`config.mk`:
```
export PLATFORM = sky130hd
export DESIGN_NAME = rblt_front
export DESIGN_NICKNAME = d
export VERILOG_FILES = /design/src/rtl/rblt_pkg.sv /design/src/rtl/rblt_front.sv
export SDC_FILE = /design/constraint.sdc
export NUM_CORES = 2
export LEC_CHECK = 0
export ABC_AREA = 1
export ABC_CLOCK_PERIOD_IN_PS = 17650
export BUFFER_PORTS_ARGS = -buffer_cell sky130_fd_sc_hd__clkbuf_2
export CAP_MARGIN = 0
export CELL_PAD_IN_SITES_DETAIL_PLACEMENT = 1
export CELL_PAD_IN_SITES_GLOBAL_PLACEMENT = 1
export CORE_MARGIN = 3
export CORE_UTILIZATION = 23
export CTS_BUF_LIST = sky130_fd_sc_hd__clkbuf_4
export CTS_CLUSTER_DIAMETER = 40
export DETAILED_ROUTE_END_ITERATION = 10
export PLACE_DENSITY = 0.42
export SYNTH_ARGS = -nofsm -noshare
export SYNTH_HDL_FRONTEND = slang
export SYNTH_SLANG_ARGS = --single-unit
```
`constraint.sdc`:
```
create_clock -name aclk -period 17.65 [get_ports aclk]
set_clock_uncertainty 0.1 [all_clocks]
set_input_delay 1.765 -clock aclk [delete_from_list [all_inputs] [get_ports aclk]]
set_output_delay 1.765 -clock aclk [all_outputs]
set_load 0.01 [all_outputs]
```
`src/rtl/rblt_pkg.sv`:
```
// Shared constants, types and codes of the reference-counted lock table.
package rblt_pkg;

    localparam int BUCKET_BITS = 10;
    localparam int WAYS        = 4;
    localparam int COUNT_BITS  = 16;

    localparam int KEY_W       = 64;
    localparam int HANDLE_W    = 12;
    localparam int OUT_COUNT_W = 16;
    localparam int STATUS_W    = 3;

    localparam int S_TDATA_W = 80;
    localparam int M_TDATA_W = 32;

    localparam int ROWS      = 1 << BUCKET_BITS;
    localparam int WAY_W     = (WAYS > 1) ? $clog2(WAYS) : 1;
    localparam int ENTRY_W   = BUCKET_BITS + WAY_W;
    localparam int N_ENTRIES = ROWS * WAYS;

    localparam logic [COUNT_BITS-1:0] COUNT_MAX = '1;
    localparam logic [KEY_W-1:0]      GOLDEN64  = 64'h61C8864680B583EB;

    // Handle / WAYS as a multiply by a rounded-up reciprocal; exact for all handles.
    localparam int DIV_SHIFT = HANDLE_W + 5;
    localparam int RECIP_W   = DIV_SHIFT + 1;
    localparam int DPROD_W   = HANDLE_W + RECIP_W;
    localparam logic [RECIP_W-1:0] DIV_RECIP =
        RECIP_W'(((1 << DIV_SHIFT) + WAYS - 1) / WAYS);

    localparam int QUEUE_DEPTH = 2;

    localparam logic OP_ACQUIRE = 1'b0;
    localparam logic OP_RELEASE = 1'b1;

    localparam logic [STATUS_W-1:0] ST_FOUND    = 3'd0;
    localparam logic [STATUS_W-1:0] ST_INSERTED = 3'd1;
    localparam logic [STATUS_W-1:0] ST_HELD     = 3'd2;
    localparam logic [STATUS_W-1:0] ST_FREED    = 3'd3;
    localparam logic [STATUS_W-1:0] ST_FULL     = 3'd4;
    localparam logic [STATUS_W-1:0] ST_BAD      = 3'd5;
    localparam logic [STATUS_W-1:0] ST_SAT      = 3'd6;

    typedef struct packed {
        logic                   op;
        logic [KEY_W-1:0]       key;
        logic [HANDLE_W-1:0]    handle;
        logic [BUCKET_BITS-1:0] row;
        logic [WAY_W-1:0]       way;
        logic                   in_range;
    } cmd_t;

    typedef struct packed {
        logic full;
        logic empty;
    } queue_stat_t;

    typedef enum logic [1:0] {
        BK_CLEAR,
        BK_WAIT,
        BK_EXEC
    } back_state_t;

endpackage

```
`src/rtl/rblt_front.sv`:
```
// Front end: accepts requests, hashes keys and splits handles into row and way.
module rblt_front import rblt_pkg::*; (
    input  logic                 aclk,
    input  logic                 aresetn,
    input  logic                 s_tvalid,
    output logic                 s_tready,
    input  logic [S_TDATA_W-1:0] s_tdata,    // block_number[63:0], entry_handle[75:64]
    input  logic                 s_tuser,    // op[0]
    input  logic                 clear_busy,
    input  queue_stat_t          q_stat,
    output logic                 q_push,
    output cmd_t                 q_cmd
);

    logic                   busy_reg, busy_next;
    logic                   accept;
    logic [KEY_W-1:0]       key_in;
    logic [HANDLE_W-1:0]    handle_in;

    logic                   op_reg;
    logic [KEY_W-1:0]       key_reg;
    logic [HANDLE_W-1:0]    handle_reg;
    logic [63:0]            lo_reg;
    logic [31:0]            c1_reg;
    logic [31:0]            c2_reg;
    logic [DPROD_W-1:0]     dprod_reg;

    logic [31:0]            hash_top;
    logic [BUCKET_BITS-1:0] bucket;
    logic [HANDLE_W-1:0]    quot;
    logic [HANDLE_W-1:0]    quot_x_ways;
    logic [HANDLE_W-1:0]    rem;

    assign key_in    = s_tdata[KEY_W-1:0];
    assign handle_in = s_tdata[KEY_W +: HANDLE_W];

    assign s_tready = ~clear_busy & (~busy_reg | ~q_stat.full);
    assign accept   = s_tvalid & s_tready;
    assign q_push   = busy_reg & ~q_stat.full;

    always_comb begin
        busy_next = busy_reg;
        if (accept) begin
            busy_next = 1'b1;
        end else if (q_push) begin
            busy_next = 1'b0;
        end
    end

    always_ff @(posedge aclk) begin
        if (!aresetn) begin
            busy_reg <= 1'b0;
        end else begin
            busy_reg <= busy_next;
        end
    end

    // The 64-bit hash product modulo 2^64 is split into three 32x32 partial products.
    always_ff @(posedge aclk) begin
        if (accept) begin
            op_reg     <= s_tuser;
            key_reg    <= key_in;
            handle_reg <= handle_in;
            lo_reg     <= 64'(key_in[31:0]) * 64'(GOLDEN64[31:0]);
            c1_reg     <= key_in[63:32] * GOLDEN64[31:0];
            c2_reg     <= key_in[31:0] * GOLDEN64[63:32];
            dprod_reg  <= DPROD_W'(handle_in) * DPROD_W'(DIV_RECIP);
        end
    end

    assign hash_top    = lo_reg[63:32] + c1_reg + c2_reg;
    assign bucket      = hash_top[31 -: BUCKET_BITS];
    assign quot        = dprod_reg[DIV_SHIFT +: HANDLE_W];
    assign quot_x_ways = HANDLE_W'(quot * HANDLE_W'(WAYS));
    assign rem         = handle_reg - quot_x_ways;

    always_comb begin
        q_cmd.op       = op_reg;
        q_cmd.key      = key_reg;
        q_cmd.handle   = handle_reg;
        q_cmd.row      = (op_reg == OP_RELEASE) ? BUCKET_BITS'(quot) : bucket;
        q_cmd.way      = WAY_W'(rem);
        q_cmd.in_range = (32'(handle_reg) < 32'(N_ENTRIES));
    end

endmodule

```
==> flow_metrics.py <==
metrics = {
    "run_status": {
        "status": "finished, final reports clean",
    },
    "synth": {
        "yosys_warnings": 0,
        "ys_seq_area_share_pct": 12.8,
        "synth_edf_count": 170,
        "synthXorXnorAreaFrac_pct": 2.61,
        "async_flop_share_pct": 0,
        "synth_nets": 5852,
        "synth_top_family_by_area": "adder cells",
        "synthSimpleGateAreaFrac_pct": 10.4,
        "synth_compound_area_share_pct": 4.78,
        "synth_area_per_cell_um2": 9.14,
        "netlist_instances": 4366,
        "synthDistinctLibCells": 48,
        "synth-seq-cells": 171,
        "yosys.area_share.adder_pct": 56.7,
        "synth.area.mux_share_pct": 0,
        "syn-cell-area_mm2": 0.0399,
        "synthFlopType": "edfxtp_1",
    },
    "timing": {
        "min_period_ps": 8460,
        "rsz0062_at_grt": "false",
        "fmax_mhz": 118,
        "tightest_slew_ps": 990,
        "finalSetupTns_ps": 0,
        "hold_viol": 0,
        "drv_slew": 0,
        "period_share_pct": 48.0,
        "slew_headroom_pct": 34.0,
        "setup_viol": 0,
    },
    "setup_path": {
        "cp_max_fo": 10,
        "r2r_slack_ps": 14920,
        "cp-start-kind": "primary input",
        "critPathCapture": "lo_reg[36]",
        "r2r_start": "busy_reg",
        "reg2reg_depth": 5,
        "critPathCaptureType": "register",
        "path_class": "primary input to register",
        "crit_required_ps": 18090,
        "timing.critical_path.from": "s_tdata[14]",
        "r2r-end": "key_reg[61]",
        "arrival_ps": 8910,
    },
    "place": {
        "io_buffers": 172,
        "gp_congestion": 0.841,
        "dpl.hpwl_um": 135000,
        "placed_cells": 6858,
    },
    "global_route": {
        "grt_pass1_wl_um": 226000,
        "grt_use_total_pct": 17.6,
        "grt_pass1_vias": 32800,
        "grt_antenna_before_repair": 7,
        "grt_max_degree": 127,
        "grt_overflow_total": 0,
    },
    "detailed_routing": {
        "routed_wl_um": 153000,
        "wl_per_cell_um": 22.3,
        "vias_per_cell": 4.20,
        "dr.first_iter.drc_count": 1212,
        "drt_first_pass_iters": 5,
        "antenna_left": 0,
        "drcViolationCount": 0,
        "vias": 29000,
    },
    "finish": {
        "synthToLayoutAreaGrowth_pct": 10.4,
        "layout_common_cells": "inv_1 (1,322), ha_1 (714), fa_1 (685)",
        "final_util_pct": 25.6,
        "multi_input_area_mm2": 0.0297,
        "nFillCells": 20200,
        "finalNetCount": 6053,
        "largest_reg_flops": 64,
        "seqCellArea_mm2": 0.00512,
        "final_common_cell": "inv_1",
        "drive_gt1_share_pct": 5.61,
        "instances_no_fill": 6895,
    },
    "min_path": {
        "hp-class": "register to register",
    },
    "cts": {
        "post-cts-setup-buffer-count": 0,
        "cts_resized": 0,
        "cts.sink_count": 171,
        "cts.path.max_buffers": 2,
        "cts_tree": "done",
        "hold_buffers": 0,
        "cts.clk_slew.worst_paths_ps": 180,
        "cts_root_buf": "clkbuf_4",
        "cts_buffers": 17,
        "htreeDepth": 4,
        "insertion_delay_ps": 850,
    },
    "floorplan": {
        "fp.dieW_um": 423,
        "die_h_um": 423,
        "start_util_pct": 23.2,
        "rows": 152,
        "die_area_mm2": 0.179,
        "ioPinCount": 179,
        "core_mm2": 0.172,
    },
    "job": {
        "maxCapViolations": 0,
    },
}
==> final cells by class <==
class	instances	share of cell area, %
inverter	1331	11.3
clock inverter	12	0.312
sequential	171	11.6
antenna	6	0.0341
timing repair buffer	189	2.27
tap	2310	6.56
clock buffer	19	0.324
multi-input combinational	2857	67.5
==> per-stage QoR <==
| step | setup slack [ps] | hold slack [ps] | cell area (um^2) |
|---|---|---|---|
| final | 9190 | 560 | 44100 |
| after global routing | 8940 | 658 | 44100 |
| after CTS | 9220 | 578 | 44000 |
| after detailed placement | 8230 | 536 | 43800 |
| after global placement | 8200 | 526 | 43800 |
| after floorplan | 2440 | 463 | 39900 |
==> routing by layer <==
layer  part of all wire, %  wire, um  track usage, %  up-vias
met5                     0         0               0        -
met2                    46     71000            28.9      353
met1                    49     75700            24.9    14800
li1                      -         -               -    13800
met4                   1.5      2350            3.19        0
met3                   2.9      4380            2.21       79
==> synth_stat cells (all sizes together), types with 2 or more instances <==
library cell	number	share of area, %
edfxtp	170	13
inv	1330	13
a21boi	2	0.038
or2	8	0.13
o21bai	13	0.24
nor4	9	0.17
a31oi	15	0.24
ha	714	22
buf	6	0.11
a21o	16	0.30
o21ai	111	1.4
o21a	5	0.094
o211ai	6	0.11
nand2	534	5.0
xnor2	45	0.99
nand3	137	1.8
nor3	35	0.45
nor2	227	2.2
a211oi	3	0.056
nand3b	8	0.15
a21oi	176	2.2
fa	685	34
xor2	74	1.6
nand4	25	0.39
==> critical path, stage by stage <==
cell and delay (ps):
clkbuf_2 430, inv_1 430, fa_1 600, inv_1 50
fa_1 450, ha_1 290, inv_1 40, fa_1 470
inv_1 50, fa_1 500, inv_1 60, fa_1 520
inv_1 50, fa_1 470, fa_1 560, ha_1 370
nand2_1 100, nor2_1 240, inv_1 150, nor2_1 170
inv_1 60, nor2_1 150, nand2_1 70, nand2_1 120
nand2_1 60, nand2_1 130, xor2_1 510
==> logic make-up (layout without fill, tap and decap cells) <==
kind of cell             Yosys count  count (layout)
buffers and inverters           1338            1551
XOR/XNOR                         119             119
other                              1               7
adder cells (fa/ha/maj)         1399            1399
AND/OR/NAND/NOR                  987             987
AO/OA/AOI/OAI                    351             351
flip-flops                       171             171
==> worst min path at each step <==
| stage | startpoint | end | slack (ps) | depth (start not counted) |
|---|---|---|---|---|
| final | busy_reg | busy_reg | 560 | 4 |
| after global routing | busy_reg | busy_reg | 660 | 4 |
| after CTS | busy_reg | busy_reg | 580 | 4 |
| after detailed placement | busy_reg | busy_reg | 540 | 4 |
| after global placement | busy_reg | busy_reg | 530 | 4 |
| after floorplan | busy_reg | busy_reg | 460 | 4 |
Power is not shown: default switching activity piles up to over one toggle a cycle in this logic, so the estimate is an artifact.
