### config.mk
export PLATFORM = sky130hd
export DESIGN_NAME = rblt_queue
export DESIGN_NICKNAME = d
export VERILOG_FILES = /design/src/rtl/rblt_pkg.sv /design/src/rtl/rblt_queue.sv
export SDC_FILE = /design/constraint.sdc
export NUM_CORES = 1
export LEC_CHECK = 0
export ABC_CLOCK_PERIOD_IN_PS = 7700
export BUFFER_PORTS_ARGS = -buffer_cell sky130_fd_sc_hd__buf_2
export CORE_MARGIN = 8
export CORE_UTILIZATION = 54
export CTS_BUF_LIST = sky130_fd_sc_hd__clkbuf_4 sky130_fd_sc_hd__clkbuf_8
export CTS_CLUSTER_DIAMETER = 150
export DETAILED_ROUTE_END_ITERATION = 10
export PLACE_DENSITY = 0.84
export SLEW_MARGIN = 20
export SYNTH_ARGS = -nofsm -noshare
export SYNTH_HDL_FRONTEND = slang
export SYNTH_SLANG_ARGS = --single-unit
### constraint.sdc
create_clock -name aclk -period 7.7 [get_ports aclk]
set_input_delay 2.31 -clock aclk [delete_from_list [all_inputs] [get_ports aclk]]
set_output_delay 2.31 -clock aclk [all_outputs]
set_load 0.02 [all_outputs]
### src/rtl/rblt_pkg.sv
// Shared constants, types and codes of the reference-counted lock table.
package rblt_pkg;

    localparam int BUCKET_BITS = 10;
    localparam int WAYS        = 4;
    localparam int COUNT_BITS  = 16;

    localparam int KEY_W       = 64;
    localparam int HANDLE_W    = 12;
    localparam int OUT_COUNT_W = 16;
    localparam int STATUS_W    = 3;

    localparam int S_TDATA_W = 80;
    localparam int M_TDATA_W = 32;

    localparam int ROWS      = 1 << BUCKET_BITS;
    localparam int WAY_W     = (WAYS > 1) ? $clog2(WAYS) : 1;
    localparam int ENTRY_W   = BUCKET_BITS + WAY_W;
    localparam int N_ENTRIES = ROWS * WAYS;

    localparam logic [COUNT_BITS-1:0] COUNT_MAX = '1;
    localparam logic [KEY_W-1:0]      GOLDEN64  = 64'h61C8864680B583EB;

    // Handle / WAYS as a multiply by a rounded-up reciprocal; exact for all handles.
    localparam int DIV_SHIFT = HANDLE_W + 5;
    localparam int RECIP_W   = DIV_SHIFT + 1;
    localparam int DPROD_W   = HANDLE_W + RECIP_W;
    localparam logic [RECIP_W-1:0] DIV_RECIP =
        RECIP_W'(((1 << DIV_SHIFT) + WAYS - 1) / WAYS);

    localparam int QUEUE_DEPTH = 2;

    localparam logic OP_ACQUIRE = 1'b0;
    localparam logic OP_RELEASE = 1'b1;

    localparam logic [STATUS_W-1:0] ST_FOUND    = 3'd0;
    localparam logic [STATUS_W-1:0] ST_INSERTED = 3'd1;
    localparam logic [STATUS_W-1:0] ST_HELD     = 3'd2;
    localparam logic [STATUS_W-1:0] ST_FREED    = 3'd3;
    localparam logic [STATUS_W-1:0] ST_FULL     = 3'd4;
    localparam logic [STATUS_W-1:0] ST_BAD      = 3'd5;
    localparam logic [STATUS_W-1:0] ST_SAT      = 3'd6;

    typedef struct packed {
        logic                   op;
        logic [KEY_W-1:0]       key;
        logic [HANDLE_W-1:0]    handle;
        logic [BUCKET_BITS-1:0] row;
        logic [WAY_W-1:0]       way;
        logic                   in_range;
    } cmd_t;

    typedef struct packed {
        logic full;
        logic empty;
    } queue_stat_t;

    typedef enum logic [1:0] {
        BK_CLEAR,
        BK_WAIT,
        BK_EXEC
    } back_state_t;

endpackage

### src/rtl/rblt_queue.sv
// Short command queue between the front end and the table engine.
module rblt_queue import rblt_pkg::*; (
    input  logic        aclk,
    input  logic        aresetn,
    input  logic        push,
    input  cmd_t        push_cmd,
    input  logic        pop,
    output cmd_t        pop_cmd,
    output queue_stat_t stat
);

    localparam int PTR_W = (QUEUE_DEPTH > 1) ? $clog2(QUEUE_DEPTH) : 1;
    localparam int CNT_W = $clog2(QUEUE_DEPTH + 1);

    cmd_t             slots [QUEUE_DEPTH];
    logic [PTR_W-1:0] wr_ptr_reg, wr_ptr_next;
    logic [PTR_W-1:0] rd_ptr_reg, rd_ptr_next;
    logic [CNT_W-1:0] cnt_reg, cnt_next;

    assign stat.full  = (cnt_reg == CNT_W'(QUEUE_DEPTH));
    assign stat.empty = (cnt_reg == '0);
    assign pop_cmd    = slots[rd_ptr_reg];

    always_comb begin
        wr_ptr_next = wr_ptr_reg;
        rd_ptr_next = rd_ptr_reg;
        cnt_next    = cnt_reg;
        if (push) begin
            wr_ptr_next = (wr_ptr_reg == PTR_W'(QUEUE_DEPTH - 1)) ? '0 : wr_ptr_reg + 1'b1;
        end
        if (pop) begin
            rd_ptr_next = (rd_ptr_reg == PTR_W'(QUEUE_DEPTH - 1)) ? '0 : rd_ptr_reg + 1'b1;
        end
        if (push && !pop) begin
            cnt_next = cnt_reg + 1'b1;
        end else if (pop && !push) begin
            cnt_next = cnt_reg - 1'b1;
        end
    end

    always_ff @(posedge aclk) begin
        if (!aresetn) begin
            wr_ptr_reg <= '0;
            rd_ptr_reg <= '0;
            cnt_reg    <= '0;
        end else begin
            wr_ptr_reg <= wr_ptr_next;
            rd_ptr_reg <= rd_ptr_next;
            cnt_reg    <= cnt_next;
        end
    end

    always_ff @(posedge aclk) begin
        if (push) begin
            slots[wr_ptr_reg] <= push_cmd;
        end
    end

endmodule

==> metrics.txt, run 1 <==
run status=finished clean; global placement routability congestion=0.6802; wire length of the first global-routing pass=18950 um; Setup crit end kind=primary output; peak supply drop=148.3 uV; final core utilization=66.33%; pre-CTS setup slack=3178 ps; Fmax=0.2249 GHz; mean instance size in the synthesized netlist=22.34 um2; unrepaired setup endpoints after global routing=no; number of placement rows=41; Register-to-Register Path Depth=3; Hold WC Path Type=reg2reg; data arrival at the endpoint of the critical path=2140 ps; Hold Slack=526.4 ps; critical path start-end classification=reg2out; global routing's busiest layer=met2; TritonCTS clock tree=built; most used cells in the layout excluding fill and tap cells=sky130_fd_sc_hd__buf_2 (185), sky130_fd_sc_hd__edfxtp_1 (180), sky130_fd_sc_hd__mux2_2 (90); cell types occupying the most area after synthesis=sky130_fd_sc_hd__edfxtp_1 (80%), sky130_fd_sc_hd__mux2_2 (15%), sky130_fd_sc_hd__buf_6 (1.5%); Num Clock Sinks=185; cell at the slowest stage of the critical path=sky130_fd_sc_hd__dfxtp_4; Setup Skew=6.273 ps; clock root buffer master=sky130_fd_sc_hd__clkbuf_8; I/O Buffers=185; Clock H-tree levels=4; most common cell after layout, fill and taps aside=sky130_fd_sc_hd__buf_2; crit path time final=4445 ps; Inserted Clock Buffers=17; Reg-to-Reg Start=wr_ptr_reg; max cap viols=0; met3 global-route usage=7.113%; violation count after the first detailed-routing iteration=221; slowest cell delay on critical path=810 ps; worst path required time=5390 ps; count of endpoints failing setup in the final report=0; initial cell density of the core=54.34%; # resized after CTS=0; share of the synthesized area in the top cell type=80.12%; global-route usage over all layers=15.42%; Final Routed Wirelength=12450 um; combinational family with the most area after synthesis=multiplexers; Power per Cell Area=248.6 nW/um2; Die Wd=127.8 um; relative slew slack=51.72%; Reg clk slew, reported paths=80 ps; Worst-Skew Late Latency=440 ps; share of post-route cells with drive strength above 1=60.94%; met1 Use GR=16.23%; post-DR wirelength/cell=18.18 um; final slew viol count=0; total vias in the final route=3405; count of buffering cells on the critical path with inverters included=2; flip-flop count of the largest register after layout=180; sum of negative setup slack=0 ps; cell area after synthesis=6746 um2; register bit count reported by yosys=185; share of synthesized cell area in full adder, half adder and majority cells=0.1855%; share of synthesized cell area in and, or, nand and nor gates=0.8346%; number of standard cells in the final layout excluding fillers=685; hold-fix buffer count after cts=0; Die Y-Extent=127.8 um; cell count after synthesis=302; die area=16330 um2; Synth warnings=0; Critical R2R Capture=slots[0][45]; critical path fanouts, max=53; largest net degree at the start of global routing=54; cell type with the highest aggregate area in the netlist=sky130_fd_sc_hd__edfxtp_1; fraction of synthesized cell area in xor and xnor cells=0.3895%; buffers from clock root to sink, at most=2; first-pass iteration count of the detailed router=4; IO Pins=186; Floorplan Core Area=12410 um2; fin crit share=57.73%; grt total ovfl=0; proportion of synthesized chip area in sequential cells=81.60%; path length in cells of the critical path=3; ANT nets after route=0; CP delay by family, top=flip-flops; post-route cell area=8234 um2; multiplexer area fraction after synthesis=15.02%; worst setup margin=3255 ps; number of nets in the synthesized netlist=397; via count of the first global-routing pass=3809; Final Hold Violating Endpoints=0; mean number of vias per cell=4.971; fin nets=595; number of antenna violations at the first check in global routing=1; synthesized-area fraction occupied by ao, oa, aoi and oai cells=0.2967%; number of filler cells placed in the layout=875; Post-CTS Repair Setup Buffers=0; static leakage=3.079 nW; capturing instance or port of the critical path=pop_cmd[56]; placed insts=652; Tot Pwr=2.047 mW; area overhead of the layout relative to synthesis=22.05%; r2r setup slk=5610 ps; global routing usage on met2=26.01%; Final HPWL DP=8635 um; kind of start point of the critical path=flip-flop; chain of cells forming the critical path=buf_12 -> mux2_2 -> buf_2; Worst Tran Pin Value=724.2 ps; Distinct cells, synth=17; post-route DRC violation count=0; cell area reported after detailed placement=7828 um2
[cells in the mapped netlist]
cell                       instances
sky130_fd_sc_hd__edfxtp_1        180
sky130_fd_sc_hd__mux2_2           90
sky130_fd_sc_hd__o21a_1            1
sky130_fd_sc_hd__buf_6             9
sky130_fd_sc_hd__xnor2_1           1
sky130_fd_sc_hd__o21ai_0           1
sky130_fd_sc_hd__inv_1             1
sky130_fd_sc_hd__dfxtp_1           5
sky130_fd_sc_hd__or3_1             1
sky130_fd_sc_hd__and2_1            4
sky130_fd_sc_hd__ha_1              1
sky130_fd_sc_hd__a21boi_1          1
sky130_fd_sc_hd__and2b_2           1
sky130_fd_sc_hd__nor2b_1           2
sky130_fd_sc_hd__buf_4             1
sky130_fd_sc_hd__nor2_1            1
sky130_fd_sc_hd__xor2_1            2
[cell families after synthesis]
family                     after synthesis
DFF                                    185
muxes                                   90
buffers and inverters                   11
and+or+nand+nor                          9
AOI/OAI and AO/OA                        3
xor gates and xnor gates                 3
adders and majority gates                1
[layer usage]
metal | part of all wire, % | wire length [um]
met3 | 8.4 | 1041
met5 | 0 | 0
met2 | 51 | 6345
met1 | 38 | 4794
met4 | 2.2 | 272
[worst min-delay path by stage]
stage,start,endpoint,slack (ps),cells past startpoint
after floorplan,cnt_reg[1],cnt_reg[1],470,2
after global placement,cnt_reg[1],cnt_reg[1],480,2
after detailed placement,cnt_reg[1],cnt_reg[1],500,2
after CTS,cnt_reg[1],cnt_reg[1],510,2
after global routing,cnt_reg[1],cnt_reg[1],540,2
final,cnt_reg[1],cnt_reg[1],530,2
[where the power goes]
part | switching (mW) | internal (mW) | leakage (nW) | total [mW]
Clock | 0.315 | 0.292 | 0.188 | 0.607
Sequential | 0.0232 | 1.16 | 1.73 | 1.18
Combinational | 0.146 | 0.108 | 1.16 | 0.255
Total | 0.484 | 1.56 | 3.08 | 2.05
[tightest hold or removal path, delay by kind of cell (launching register included)]
kind | cells | cell delay [ps]
DFF | 1 | 340
AOI/OAI and AO/OA | 2 | 140
[area by class of cell]
cell class / count / area, um2 / area share [%]
well taps: 172 / 215.2 / 2.614
multi-input cells: 106 / 1139 / 13.83
diodes: 1 / 2.502 / 0.03039
flip-flops and latches: 185 / 5509 / 66.90
clock buffers: 19 / 249.0 / 3.024
repair buffers: 189 / 988.4 / 12.00
clock inverters: 12 / 127.6 / 1.550
inverters: 1 / 3.754 / 0.04559
Power figures use the tool's default switching activity.
==> run 2, diff against run 1 <==
Settings changed: ABC_AREA from default to 1, ABC_CLOCK_PERIOD_IN_PS 7700 to 4000, CORE_UTILIZATION 54 to 49, PLACE_DENSITY 0.84 to 0.8.
Clock period 7.7 ns to 4 ns, I/O delays scaled along.
==> run 2 against run 1 <==
  * Combinational power increased by 99%
  * Synthesized area increased by 6.4%
  * Final cell count increased by 3.6%
  * Largest power group unchanged
  * Global-route usage decreased by 1.7 points
  * Clock-buffer cell count decreased by 2
  * Worst setup slack got worse by 2500 ps
  * Die area increased by 15%
  * Sequential cell count unchanged
  * Non-clock buffer count increased by 1
  * Register-to-register slack got worse by 3300 ps
  * Clock skew decreased by 1.0 ps
==> metrics.txt, run 2 <==
run status=finished clean; TritonCTS clock tree=built; crit path time final=3291 ps; global-route usage over all layers=13.67% (-1.7 points); area overhead of the layout relative to synthesis=20.30%; # resized after CTS=0 (unchanged); cell count after synthesis=315 (+4.3%); critical path start-end classification=reg2out; final core utilization=59.85% (-6.5 points); share of post-route cells with drive strength above 1=59.05% (-1.9 points); r2r setup slk=2300 ps (-3310 ps); flip-flop count of the largest register after layout=180 (unchanged); Floorplan Core Area=14420 um2 (+16%); Setup crit end kind=primary output; relative slew slack=54.55% (+2.8 points); total vias in the final route=3465 (+1.8%); violation count after the first detailed-routing iteration=195 (-12%); clock root buffer master=sky130_fd_sc_hd__clkbuf_8; global placement routability congestion=0.6858 (+0.82%); uppermost layer routed=met5; Distinct cells, synth=13 (-4); proportion of synthesized chip area in sequential cells=76.72% (-4.9 points); most common library cells after synthesis=sky130_fd_sc_hd__edfxtp_1 (180), sky130_fd_sc_hd__mux2_4 (90), sky130_fd_sc_hd__buf_12 (9), sky130_fd_sc_hd__nor2_1 (9); flip-flop cell with the highest count after synthesis=sky130_fd_sc_hd__edfxtp_1; worst path required time=2800 ps (-2590 ps); Routed met2 length=6787 um (+7.0%); most instantiated library cell after synthesis=sky130_fd_sc_hd__edfxtp_1; max cap viols=0 (unchanged); mean instance size in the synthesized netlist=22.78 um2 (+2.0%); Reg clk slew, reported paths=90 ps (about the same); met1 wire length=4868 um (+1.5%); number of antenna violations at the first check in global routing=2 (+1); Inserted Clock Buffers=17 (unchanged); Power per Cell Area=470.2 nW/um2 (+89%); cell area after synthesis=7176 um2 (+6.4%); most common cell after layout, fill and taps aside=sky130_fd_sc_hd__buf_2; critical path fanouts, max=26 (-51%); Clock H-tree levels=4 (unchanged); Final Hold Violating Endpoints=0 (unchanged); unrepaired setup endpoints after global routing=no; Final HPWL DP=9211 um (+6.7%); IO Pins=186 (unchanged); Synth warnings=0 (unchanged); share of the synthesized area in the top cell type=75.33% (-4.8 points); post-route DRC violation count=0 (unchanged); final slew viol count=0 (unchanged); static leakage=3.457 nW (+12%); hold-fix buffer count after cts=0 (unchanged); most used cells in the layout excluding fill and tap cells=sky130_fd_sc_hd__buf_2 (185), sky130_fd_sc_hd__edfxtp_1 (180), sky130_fd_sc_hd__mux2_4 (90); Num Clock Sinks=185 (unchanged); fin crit share=82.28%; number of standard cells in the final layout excluding fillers=710 (+3.6%); cell type with the highest aggregate area in the netlist=sky130_fd_sc_hd__edfxtp_1; kind of start point of the critical path=flip-flop; sum of negative setup slack=0 ps (unchanged); ANT nets after route=0 (unchanged); total met3 wirelength after detailed routing=1065 um (+2.3%); Setup Skew=5.251 ps (-1.022 ps); Die Y-Extent=137.0 um (+7.2%); fin nets=609 (+2.4%); largest net degree at the start of global routing=52 (-3.7%); Die Wd=137.0 um (+7.2%); placed insts=679 (+4.1%); ys async rst share=0% (unchanged); grt total ovfl=0 (unchanged); initial cell density of the core=49.75% (-4.6 points); number of nets in the synthesized netlist=410 (+3.3%); Worst Tran Pin Value=681.8 ps (-42.40 ps); cell types occupying the most area after synthesis=sky130_fd_sc_hd__edfxtp_1 (75%), sky130_fd_sc_hd__mux2_4 (19%), sky130_fd_sc_hd__buf_12 (2.5%); buffers from clock root to sink, at most=2 (unchanged); Post-synth EDFFs=180 (unchanged); mean number of vias per cell=4.880 (-1.8%); peak supply drop=279.1 uV (+88%); Post-CTS Repair Setup Buffers=0 (unchanged); die area=18770 um2 (+15%); wire length of the first global-routing pass=19060 um (+0.58%); I/O Buffers=185 (unchanged); data arrival at the endpoint of the critical path=2090 ps (-50 ps); Final Routed Wirelength=12960 um (+4.1%); post-DR wirelength/cell=18.25 um (+0.40%); via count of the first global-routing pass=3802 (-0.18%); Hold WC Path Type=reg2reg; register bit count reported by yosys=185 (unchanged); count of endpoints failing setup in the final report=0 (unchanged); number of placement rows=44 (+7.3%); Fmax=0.3038 GHz; first-pass iteration count of the detailed router=4 (unchanged); Worst-Skew Late Latency=440 ps (about the same)
==> run 2: worst max-delay path, cell delays in order, from the launching register on <==
cell and delay (ps):
sky130_fd_sc_hd__dfxtp_4 670, sky130_fd_sc_hd__buf_4 450, sky130_fd_sc_hd__mux2_4 340, sky130_fd_sc_hd__buf_2 160
==> run 2: area by class of cell <==
type	count	area, um2
Antenna cell	1	2.502
Inverter	8	32.53
Multi-Input combinational cell	112	1456
Sequential cell	185	5509
Clock inverter	13	178.9
Fill cell	1086	5792
Timing Repair Buffer	190	988.4
Clock buffer	17	234.0
Tap cell	184	230.2
==> run 2: report_power, final <==
| group | internal [mW] | switching (mW) | total [mW] |
|---|---|---|---|
| clock network | 0.669 | 0.606 | 1.27 |
| registers | 2.24 | 0.0377 | 2.28 |
| logic | 0.229 | 0.277 | 0.507 |
| total | 3.14 | 0.921 | 4.06 |
==> run 2: stage by stage <==
step / area, um2 / hold slack [ps] / total power, mW / setup slack (ps)
CTS: 8630 / 516.1 / 4.108 / 638.0
floorplan: 7178 / 463.5 / 2.678 / 13.41
global placement: 8217 / 478.5 / 2.820 / 1183
detailed placement: 8217 / 495.4 / 2.838 / 1150
finish: 8632 / 513.8 / 4.059 / 708.9
global route: 8630 / 550.2 / 4.213 / 594.8
==> run 2: per-layer routing <==
| layer | GRT usage, % | vias to the layer above |
|---|---|---|
| met5 | 0 | - |
| met4 | 5.854 | 2 |
| met3 | 5.029 | 22 |
| met2 | 23.34 | 136 |
| met1 | 15.05 | 1683 |
| li1 | - | 1622 |
==> run 2: worst paths after layout <==
| path | endpoint | depth (start not counted) | start |
|---|---|---|---|
| setup / recovery | pop_cmd[68] | 3 | flip-flop |
| hold / removal | rd_ptr_reg | 2 | rd_ptr_reg |
| setup reg to reg | slots[1][77] | 3 | wr_ptr_reg |
| hold reg to reg | rd_ptr_reg | 2 | rd_ptr_reg |
==> run 2: cell families (layout without fill, tap and decap cells) <==
group,count (synthesis),count (layout),synth area share (%)
fa+ha+maj,1,1,0.1743
mux,90,90,18.83
buf+inv,18,228,3.086
flops,185,185,76.72
simple gates,19,19,1.046
compound gates,2,2,0.1394
other cells,0,1,0
==> run 3, diff against run 2 <==
Settings changed: ABC_CLOCK_PERIOD_IN_PS 4000 to 3300, CORE_UTILIZATION 49 to 55, PLACE_DENSITY 0.8 to 0.85.
Clock period 4 ns to 3.3 ns, I/O delays scaled along.
==> run 3 against run 2 <==
  * Worst setup slack worse by 340 ps
  * Sequential cell count unchanged
  * Clock skew is 4.5 ps higher
==> metrics.txt, run 3 (same netlist as run 2, synthesis figures left out) <==
run status=finished clean; worst path required time=2310 ps (-490 ps); global placement routability congestion=0.7031 (+2.5%); Post-CTS Repair Setup Buffers=0 (unchanged); kind of start point of the critical path=flip-flop; Floorplan Core Area=12670 um2 (-12%); sum of negative setup slack=0 ps (unchanged); Setup Skew=9.740 ps (+4.489 ps); CP delay by family, top=buffers and inverters; flip-flop count of the largest register after layout=180 (unchanged); buffers from clock root to sink, at most=2 (unchanged); most used cells in the layout excluding fill and tap cells=sky130_fd_sc_hd__buf_2 (185), sky130_fd_sc_hd__edfxtp_1 (180), sky130_fd_sc_hd__mux2_4 (90); initial cell density of the core=56.63% (+6.9 points); Die Wd=130.2 um (-5.0%); ANT nets after route=0 (unchanged); net switching power=1.135 mW (+23%); critical path start-end classification=reg2out; placed insts=669 (-1.5%); fin crit share=88.92%; fin nets=611 (+0.33%); largest net degree at the start of global routing=91 (+75%); Setup crit end kind=primary output; Num Clock Sinks=185 (unchanged); Final HPWL DP=9350 um (+1.5%); area overhead of the layout relative to synthesis=20.10%; crit path time final=2934 ps; hold-fix buffer count after cts=0 (unchanged); part of the power in registers=56.2% (about the same); Power per Cell Area=567.4 nW/um2 (+21%); number of standard cells in the final layout excluding fillers=701 (-1.3%); static leakage=3.482 nW (+0.74%); TritonCTS clock tree=built; number of filler cells placed in the layout=835 (-23%); max cap viols=0 (unchanged); clock root buffer master=sky130_fd_sc_hd__clkbuf_8; Clock H-tree levels=4 (unchanged); grt total ovfl=0 (unchanged); count of endpoints failing setup in the final report=0 (unchanged); relative contribution of combinational cells to total power=12.9% (+0.4 points); Diodes inserted=0 (-1); # resized after CTS=0 (unchanged); share of post-route cells with drive strength above 1=59.74% (+0.69 points); relative slew slack=52.92% (-1.6 points); Worst-Skew Late Latency=460 ps (+20 ps); peak supply drop=449.7 uV (+61%); Clk pwr share=30.9% (-0.5 points); number of placement rows=41 (-6.8%); data arrival at the endpoint of the critical path=1940 ps (-150 ps); Reg clk slew, reported paths=90 ps (about the same); number of antenna violations at the first check in global routing=1 (-1); switching power as a share of total power=23.21% (+0.52 points); global-route usage over all layers=16.03% (+2.4 points); Hold WC Path Type=reg2reg; cell at the slowest stage of the critical path=sky130_fd_sc_hd__buf_12; Fmax=0.3408 GHz; total vias in the final route=3448 (-0.49%); most common cell after layout, fill and taps aside=sky130_fd_sc_hd__buf_2; Internal=3.755 mW (+20%); Inserted Clock Buffers=17 (unchanged); post-route DRC violation count=0 (unchanged); first-pass iteration count of the detailed router=4 (unchanged); I/O Buffers=185 (unchanged); chain of cells forming the critical path=buf_12 -> mux2_4 -> buf_2; mean number of vias per cell=4.919 (+0.79%); via count of the first global-routing pass=3775 (-0.71%); final slew viol count=0 (unchanged); violation count after the first detailed-routing iteration=201 (+3.1%); die area=16960 um2 (-9.7%); IO Pins=186 (unchanged); unrepaired setup endpoints after global routing=no; critical path fanouts, max=90 (+250%); slowest cell delay on critical path=500 ps (-170 ps); Worst Tran Pin Value=706.2 ps (+24.37 ps); Die Y-Extent=130.2 um (-5.0%); Final Routed Wirelength=13230 um (+2.1%); Final Hold Violating Endpoints=0 (unchanged); wire length of the first global-routing pass=19750 um (+3.6%); count of buffering cells on the critical path with inverters included=2 (unchanged); post-DR wirelength/cell=18.87 um (+3.4%)
run 3: cell types whose count changed in the layout (fill, tap and decap cells not counted):
| cell | change |
|---|---|
| sky130_fd_sc_hd__bufinv_16 | -1 |
| sky130_fd_sc_hd__clkinv_2 | +5 |
| sky130_fd_sc_hd__clkinv_4 | +1 |
| sky130_fd_sc_hd__clkinv_1 | -2 |
| sky130_fd_sc_hd__clkinvlp_4 | -3 |
| sky130_fd_sc_hd__diode_2 | -1 |
| sky130_fd_sc_hd__clkbuf_4 | +2 |
| sky130_fd_sc_hd__buf_4 | +2 |
run 3: layout make-up:
class                      instances  area (um2)  share of cell area (%)
multi-input combinational        112        1456                   16.90
sequential                       185        5509                   63.92
clock buffer                      19       249.0                   2.889
inverter                           8       32.53                  0.3775
timing repair buffer             192        1003                   11.64
clock inverter                    13       152.6                   1.771
tap                              172       215.2                   2.497
run 3: path summary, 6_finish.rpt:
kind	startpoint	depth (start not counted)	to	slack, ps
worst max-delay path	flip-flop	3	pop_cmd[58]	370
worst max register to register	wr_ptr_reg	3	slots[1][18]	1740
worst min-delay path	rd_ptr_reg	2	flip-flop	520
worst min register to register	rd_ptr_reg	2	flip-flop	520
run 3: metal layers:
metal | share of wire, % | routed length [um] | track usage (%) | vias to the layer above
li1 | - | - | - | 1623
met1 | 38 | 5071 | 17.25 | 1680
met2 | 52 | 6944 | 27.94 | 123
met3 | 7.3 | 962 | 5.590 | 20
met4 | 1.8 | 239 | 7.240 | 2
met5 | 0.098 | 13 | 0 | -
run 3: per-stage QoR:
| stage | instance area (um2) | setup WS, ps | hold WS [ps] | util, % | power [mW] |
|---|---|---|---|---|---|
| 3_3_place_gp | 8217 | 882.2 | 474.3 | 64.85 | 3.421 |
| 6_report | 8618 | 365.6 | 520.7 | 68.02 | 4.890 |
| 4_1_cts | 8618 | 368.0 | 532.2 | 68.02 | 4.936 |
| 2_1_floorplan | 7183 | 49.40 | 463.5 | - | 3.245 |
| 5_1_grt | 8618 | 295.8 | 568.0 | 68.02 | 5.071 |
| 3_5_place_dp | 8217 | 881.6 | 514.6 | 64.85 | 3.444 |
run 3: power groups by stage:
stage	clock [mW]	combinational, mW	sequential [mW]
final	1.51	0.631	2.75
after global routing	1.64	0.672	2.76
after CTS	1.54	0.642	2.75
after detailed placement	0	0.640	2.80
after global placement	0	0.628	2.79
after floorplan	0	0.448	2.80
run 3: worst reg2reg max path: stages, from the launching register on:
cell                      delay, ps
sky130_fd_sc_hd__dfxtp_1        400
sky130_fd_sc_hd__nand2_1        130
sky130_fd_sc_hd__inv_4          340
sky130_fd_sc_hd__buf_12         340
